$ cat src/rtl/dhd_pkg.sv
// Shared types and constants for the datagram header deframer.
package dhd_pkg;

    // Result kinds
    localparam logic [1:0] KIND_DATA      = 2'd0;
    localparam logic [1:0] KIND_EMPTY     = 2'd1;
    localparam logic [1:0] KIND_UNKNOWN   = 2'd2;
    localparam logic [1:0] KIND_BAD_DIGIT = 2'd3;

    // Configuration register indexes
    localparam logic CFG_ASCII_CODE  = 1'b0;
    localparam logic CFG_BINARY_CODE = 1'b1;

    // Reset values of the type codes
    localparam logic [7:0] ASCII_CODE_RESET  = 8'd65;
    localparam logic [7:0] BINARY_CODE_RESET = 8'd66;

    // Frame type values
    localparam logic FT_ASCII  = 1'b0;
    localparam logic FT_BINARY = 1'b1;

    // One result item.
    typedef struct packed {
        logic [1:0]  kind;
        logic        frame_type;
        logic [7:0]  payload_byte;
        logic [15:0] frame_length;
        logic        is_last;
    } result_t;

    // Configured type codes.
    typedef struct packed {
        logic [7:0] ascii_code;
        logic [7:0] binary_code;
    } type_codes_t;

endpackage

$ cat src/rtl/dhd_cfg_regs.sv
// Configuration registers holding the two datagram type codes.
module dhd_cfg_regs (
    input  logic                 aclk,
    input  logic                 aresetn,
    input  logic                 cfg_wr_en,
    input  logic                 cfg_addr,
    input  logic [7:0]           cfg_wr_data,
    output dhd_pkg::type_codes_t codes
);

    logic [7:0] ascii_code_reg;
    logic [7:0] binary_code_reg;

    // Register writes, decoded by index.
    always_ff @(posedge aclk) begin
        if (!aresetn) begin
            ascii_code_reg  <= dhd_pkg::ASCII_CODE_RESET;
            binary_code_reg <= dhd_pkg::BINARY_CODE_RESET;
        end else if (cfg_wr_en) begin
            case (cfg_addr)
                dhd_pkg::CFG_ASCII_CODE:  ascii_code_reg  <= cfg_wr_data;
                dhd_pkg::CFG_BINARY_CODE: binary_code_reg <= cfg_wr_data;
                default: ;
            endcase
        end
    end

    assign codes.ascii_code  = ascii_code_reg;
    assign codes.binary_code = binary_code_reg;

endmodule

$ cat src/rtl/dhd_parser.sv
// Frame parser: header decoding state and result generation for one byte.
module dhd_parser (
    input  logic                 aclk,
    input  logic                 aresetn,
    input  logic                 byte_accept,
    input  logic [7:0]           byte_in,
    input  dhd_pkg::type_codes_t codes,
    output logic                 res_push,
    output dhd_pkg::result_t     res
);

    localparam logic [1:0] PH_TYPE = 2'd0;
    localparam logic [1:0] PH_LEN  = 2'd1;
    localparam logic [1:0] PH_DATA = 2'd2;

    logic [1:0]  phase_reg,        phase_next;
    logic        is_binary_reg,    is_binary_next;
    logic [15:0] length_acc_reg,   length_acc_next;
    logic [2:0]  header_count_reg, header_count_next;
    logic [15:0] bytes_left_reg,   bytes_left_next;

    logic [7:0]  digit;
    logic [15:0] acc_times_ten;
    logic        header_done;
    logic        push;

    // The length digit and the accumulator scaled by ten as two shifted adds.
    assign digit         = byte_in - 8'h30;
    assign acc_times_ten = {length_acc_reg[12:0], 3'b000} + {length_acc_reg[14:0], 1'b0};

    // Next state and result for the byte presented.
    always_comb begin
        phase_next        = phase_reg;
        is_binary_next    = is_binary_reg;
        length_acc_next   = length_acc_reg;
        header_count_next = header_count_reg;
        bytes_left_next   = bytes_left_reg;
        header_done       = 1'b0;
        push              = 1'b0;
        res               = '0;
        case (phase_reg)
            PH_LEN: begin
                if (is_binary_reg) begin
                    length_acc_next   = {length_acc_reg[7:0], byte_in};
                    header_count_next = header_count_reg + 3'd1;
                    header_done       = (header_count_next >= 3'd2);
                end else if (digit > 8'd9) begin
                    // Not a decimal digit: report it and drop the frame.
                    push             = 1'b1;
                    res.kind         = dhd_pkg::KIND_BAD_DIGIT;
                    res.frame_type   = dhd_pkg::FT_ASCII;
                    res.payload_byte = byte_in;
                    res.frame_length = length_acc_reg;
                    res.is_last      = 1'b1;
                    phase_next       = PH_TYPE;
                end else begin
                    length_acc_next   = acc_times_ten + {8'd0, digit};
                    header_count_next = header_count_reg + 3'd1;
                    header_done       = (header_count_next >= 3'd4);
                end
                if (header_done) begin
                    if (length_acc_next == 16'd0) begin
                        push           = 1'b1;
                        res.kind       = dhd_pkg::KIND_EMPTY;
                        res.frame_type = is_binary_reg;
                        res.is_last    = 1'b1;
                        phase_next     = PH_TYPE;
                    end else begin
                        bytes_left_next = length_acc_next;
                        phase_next      = PH_DATA;
                    end
                end
            end
            PH_DATA: begin
                push             = 1'b1;
                res.kind         = dhd_pkg::KIND_DATA;
                res.frame_type   = is_binary_reg;
                res.payload_byte = byte_in;
                res.frame_length = length_acc_reg;
                res.is_last      = (bytes_left_reg <= 16'd1);
                bytes_left_next  = bytes_left_reg - 16'd1;
                if (res.is_last) begin
                    phase_next = PH_TYPE;
                end
            end
            default: begin
                // Waiting for a type byte; the ASCII code wins when both match.
                if (byte_in == codes.ascii_code || byte_in == codes.binary_code) begin
                    is_binary_next    = (byte_in != codes.ascii_code);
                    length_acc_next   = 16'd0;
                    header_count_next = 3'd0;
                    bytes_left_next   = 16'd0;
                    phase_next        = PH_LEN;
                end else begin
                    push             = 1'b1;
                    res.kind         = dhd_pkg::KIND_UNKNOWN;
                    res.frame_type   = dhd_pkg::FT_ASCII;
                    res.payload_byte = byte_in;
                    res.is_last      = 1'b1;
                    phase_next       = PH_TYPE;
                end
            end
        endcase
    end

    assign res_push = byte_accept & push;

    // State update on each accepted byte.
    always_ff @(posedge aclk) begin
        if (!aresetn) begin
            phase_reg        <= PH_TYPE;
            is_binary_reg    <= 1'b0;
            length_acc_reg   <= 16'd0;
            header_count_reg <= 3'd0;
            bytes_left_reg   <= 16'd0;
        end else if (byte_accept) begin
            phase_reg        <= phase_next;
            is_binary_reg    <= is_binary_next;
            length_acc_reg   <= length_acc_next;
            header_count_reg <= header_count_next;
            bytes_left_reg   <= bytes_left_next;
        end
    end

endmodule

$ cat src/rtl/dhd_out_stage.sv
// Result register with a skid entry, so input transfers continue while a result waits.
module dhd_out_stage (
    input  logic             aclk,
    input  logic             aresetn,
    input  logic             res_push,
    input  dhd_pkg::result_t res_in,
    output logic             in_ready,
    output logic             out_valid,
    input  logic             out_ready,
    output dhd_pkg::result_t res_out
);

    logic             main_valid_reg;
    logic             skid_valid_reg;
    dhd_pkg::result_t main_reg;
    dhd_pkg::result_t skid_reg;
    logic             main_free;

    assign main_free = !main_valid_reg || out_ready;
    assign in_ready  = !skid_valid_reg;

    // Valid flags of the two entries.
    always_ff @(posedge aclk) begin
        if (!aresetn) begin
            main_valid_reg <= 1'b0;
            skid_valid_reg <= 1'b0;
        end else if (main_free) begin
            main_valid_reg <= skid_valid_reg || res_push;
            skid_valid_reg <= 1'b0;
        end else if (res_push) begin
            skid_valid_reg <= 1'b1;
        end
    end

    // Result payloads.
    always_ff @(posedge aclk) begin
        if (main_free) begin
            main_reg <= skid_valid_reg ? skid_reg : res_in;
        end else if (res_push) begin
            skid_reg <= res_in;
        end
    end

    assign out_valid = main_valid_reg;
    assign res_out   = main_reg;

endmodule

$ cat src/rtl/datagram_header_deframer.sv
// Each result is registered in the result stage and offered on the m_ channel from there.
// Throughput: one byte per cycle while s_ready is high; bytes are decoded combinationally.
// A two-entry result stage lets byte transfers continue while one result waits.
// Reset (aresetn low, synchronous) clears the parser to wait for a type byte,
// empties the result stage and loads the type codes with 65 (ASCII) and 66 (binary).
module datagram_header_deframer (
    input  logic        aclk,
    input  logic        aresetn,
    input  logic        cfg_wr_en,
    input  logic        cfg_addr,
    input  logic [7:0]  cfg_wr_data,
    input  logic        s_valid,
    output logic        s_ready,
    input  logic [7:0]  s_byte_in,
    output logic        m_valid,
    input  logic        m_ready,
    output logic [1:0]  m_kind,
    output logic        m_frame_type,
    output logic [7:0]  m_payload_byte,
    output logic [15:0] m_frame_length,
    output logic        m_is_last
);

    dhd_pkg::type_codes_t codes;
    dhd_pkg::result_t     res;
    dhd_pkg::result_t     res_out;
    logic                 res_push;
    logic                 byte_accept;

    assign byte_accept = s_valid && s_ready;

    // Type code registers.
    dhd_cfg_regs u_cfg (
        .aclk        (aclk),
        .aresetn     (aresetn),
        .cfg_wr_en   (cfg_wr_en),
        .cfg_addr    (cfg_addr),
        .cfg_wr_data (cfg_wr_data),
        .codes       (codes)
    );

    // Header parser.
    dhd_parser u_parser (
        .aclk        (aclk),
        .aresetn     (aresetn),
        .byte_accept (byte_accept),
        .byte_in     (s_byte_in),
        .codes       (codes),
        .res_push    (res_push),
        .res         (res)
    );

    // Result stage.
    dhd_out_stage u_out (
        .aclk      (aclk),
        .aresetn   (aresetn),
        .res_push  (res_push),
        .res_in    (res),
        .in_ready  (s_ready),
        .out_valid (m_valid),
        .out_ready (m_ready),
        .res_out   (res_out)
    );

    assign m_kind         = res_out.kind;
    assign m_frame_type   = res_out.frame_type;
    assign m_payload_byte = res_out.payload_byte;
    assign m_frame_length = res_out.frame_length;
    assign m_is_last      = res_out.is_last;

endmodule

$ cat config.mk
export PLATFORM = sky130hd
export DESIGN_NAME = datagram_header_deframer
export DESIGN_NICKNAME = d
export VERILOG_FILES = /design/src/rtl/dhd_pkg.sv /design/src/rtl/dhd_cfg_regs.sv /design/src/rtl/dhd_parser.sv /design/src/rtl/dhd_out_stage.sv /design/src/rtl/datagram_header_deframer.sv
export SDC_FILE = /design/constraint.sdc
export NUM_CORES = 1
export LEC_CHECK = 0
export CELL_PAD_IN_SITES_DETAIL_PLACEMENT = 0
export CELL_PAD_IN_SITES_GLOBAL_PLACEMENT = 2
export CORE_UTILIZATION = 46
export CTS_BUF_LIST = sky130_fd_sc_hd__clkbuf_4
export DETAILED_ROUTE_END_ITERATION = 7
export DONT_BUFFER_PORTS = 1
export PLACE_DENSITY_LB_ADDON = 0.08
export SETUP_SLACK_MARGIN = 0.1
export SYNTH_ARGS = -nofsm -noshare
export SYNTH_HDL_FRONTEND = slang
export SYNTH_SLANG_ARGS = --single-unit
$ cat constraint.sdc
create_clock -name aclk -period 11 [get_ports aclk]
set_input_delay 2.2 -clock aclk [delete_from_list [all_inputs] [get_ports aclk]]
set_output_delay 2.2 -clock aclk [all_outputs]
set_load 0.05 [all_outputs]
==> flow_summary.yaml <==
sta:
  setup_viol: 0
  tightestPinTransition_ns: 1.11
  skew_ns: 0.0317
  fmaxAchievable_mhz: 163
  whs_ns: 0.490
  finalCriticalPeriod_ns: 6.15
  slew_violations: 0
  slew-limit-headroom: 0.261
  period_share: 0.559
  worst_slack_ns: 4.85
  rsz0062_at_grt: "no"
  setup_tns_ns: 0
  hold_violations: 0
logic_synthesis:
  ys_ff_latch: 112
  ys_types: 69
  yosys-top-cells-count: "nand2_1, dfxtp_1, edfxtp_1"
  yosysTopAreaCellShare: 0.252
  yosysMostFrequentCell: "nand2_1"
  synthTopCellsByArea: "edfxtp_1, dfxtp_1, nand2_1"
  synth_fp_nets: 755
  syn_avg_cell_area_sq_um: 9.57
  synth_ff_type: "edfxtp_1"
  synth_area_leader_cell: "edfxtp_1"
  syn_inst: 698
  ys_async_sr_fraction: 0
  ys_seq_area_frac: 0.420
  synth-edff-count: 56
  yosysWarnings: 0
  synth_area_sq_mm: 0.00668
drt:
  met2_wirelength_um: 7400
  drt-initial-drc-count: 429
  drt-pass1-iter-count: 5
  maxUsedRoutingLayer: "met4"
  wl_met1_um: 8140
  routed_via_density: 5.74
  via_count: 4982
  drt_wl_total_um: 16700
  ant_nets: 0
  wl_per_cell_um: 19.2
  route.met3.wl_um: 794
  drcViolationCount: 0
power_and_ir_drop:
  leakage_nw: 2.69
  swShare: 0.279
  power_frac_seq: 0.636
  ir_worst_vdd_v: 0.0000495
  clock_power_share: 0.299
  intPower_w: 0.000545
  power_switching_w: 0.000210
  p_per_area_mw_per_mm2: 109
  power_frac_comb: 0.065
status:
  status: "finished, final reports clean"
worst_setup_path:
  endpoint_kind: "flop"
  max_stage_delay_ns: 0.48
  worstPathMaxFanout: 28
  cp-start-kind: "primary input"
  cp.arrival_ns: 6.33
  crit_top_cell: "ha_1"
  path_cells: "ha_1, xor2_2, fa_1, inv_1, ha_1, a21oi_1, o211a_1, o21ai_2, mux2i_1, a311oi_2, nor4b_2, nand4_2, nor2_1, nand4_1, a211oi_4, buf_4"
  crit_path_top_delay_cell: "fa_1"
  required_ns: 11.18
  crit_start: "s_byte_in[4]"
  r2r_start: "u_parser.length_acc_reg[5]"
  critPathKind: "primary input to flop"
die:
  fp.dieW_um: 122
  start_util: 0.476
  design.die.area_sq_mm: 0.0150
  fp-row-count: 43
  die_h_um: 122
  io_pins: 52
  core_area_sq_mm: 0.0140
placed_design:
  place_hpwl_um: 11900
  dpl_worst_slack_ns: 4.32
  portBuffers: 0
  gp_congestion: 0.833
  placed_area_sq_mm: 0.00681
grt:
  grt_pass1_vias: 4862
  grt_pass1_wl_um: 26700
  overflow: 0
  grt_usage: 0.236
  antenna_found_initial: 0
  grt_max_degree: 58
cts:
  cts-root-buf: "clkbuf_4"
  numCtsBuffers: 9
  path_clk_slew_ns: 0.18
  cts_tree: "done"
  postCtsSetupBuffers: 0
  postCtsHoldBufs: 0
  clk_latency_ns: 0.49
  clock-sinks: 112
  cts_buffer_depth: 2
  cts_htree_levels: 3
  post_cts_resized: 0
layout:
  syn_to_final_growth_pct: 4.18
  drive_gt1_frac: 0.102
  fin_nets: 740
  design_area_sq_mm: 0.00696
  antenna_cells: 0
worst_hold_path:
  min_from: "u_cfg.binary_code_reg[4]"
  hold_class: "flop to flop"
job:
  cap_violations: 0
## worst paths after layout
path | endpoint | slack (ns) | cells past startpoint
min reg2reg | u_cfg.binary_code_reg[4] | 0.49 | 2
max | u_out.skid_reg[22] | 4.85 | 16
max reg2reg | u_out.skid_reg[22] | 6.28 | 15
min | u_cfg.binary_code_reg[4] | 0.49 | 2
## routing by layer
layer | GRT usage | up-vias
met2 | 0.360 | 142
met3 | 0.0297 | 23
met4 | 0.0846 | 0
li1 | - | 2449
met1 | 0.340 | 2368
met5 | 0 | -
## power by group through the flow
stage | clock network (W) | logic [W] | registers [W]
3_5_place_dp | 0 | 0.0000491 | 0.000490
5_1_grt | 0.000247 | 0.0000550 | 0.000482
4_1_cts | 0.000233 | 0.0000493 | 0.000480
2_1_floorplan | 0 | 0.0000432 | 0.000488
3_3_place_gp | 0 | 0.0000483 | 0.000489
6_report | 0.000226 | 0.0000491 | 0.000480
## kinds of logic (layout without fill, tap and decap cells)
kind of cell,after synthesis,count (layout),share of synthesized area
simple gates,252,252,0.182
compound gates,151,151,0.158
flops,112,112,0.420
buf+inv,65,55,0.0423
mux,44,44,0.0706
xor+xnor,39,39,0.0551
fa+ha+maj,35,35,0.0723
## cells in the final DEF (no fill, tap or decap), types with 3 or more instances in the layout
cell      count
a21boi_0     15
a21o_1        5
a21oi_1      30
a22oi_1      14
a31oi_1       6
and2_1       21
and3_1        4
buf_4         6
clkbuf_4      9
clkinv_1      3
dfxtp_1      56
edfxtp_1     56
fa_1          6
ha_1         29
inv_1        31
mux2_2       25
mux2i_1      19
nand2_1     115
nand3_1      18
nand4_1       3
nor2_1       27
nor2b_1      22
nor3_1       18
nor4_1        9
o211a_1       3
o211ai_1      6
o21a_1        3
o21ai_0      30
o21ai_1       3
o22ai_1       6
o31ai_1       5
xnor2_1      12
xor2_1       25
## worst max-delay path: cells and delay by family
kind | cells | cell delay [ns]
compound gates | 5 | 1.36
fa+ha+maj | 3 | 1.01
simple gates | 4 | 0.97
buf+inv | 2 | 0.41
xor+xnor | 1 | 0.17
mux | 1 | 0.14
## per-stage QoR
| stage | std cells | total power, W | utilization |
|---|---|---|---|
| 2_1_floorplan | 698 | 0.000531 | - |
| 3_3_place_gp | 852 | 0.000538 | 0.485 |
| 3_5_place_dp | 852 | 0.000539 | 0.485 |
| 4_1_cts | 868 | 0.000763 | 0.495 |
| 5_1_grt | 868 | 0.000784 | 0.495 |
| 6_report | 868 | 0.000755 | 0.495 |
## area by class of cell
type                       instances  area [sq um]
clock buffer                       9          67.6
tap                              180           225
multi-input combinational        521          3610
clock inverter                     7          82.6
inverter                          33           124
timing repair buffer               6          45.0
sequential                       112          2800
fill                            1301          7090
No activity file was read; power rests on OpenSTA's default activity.
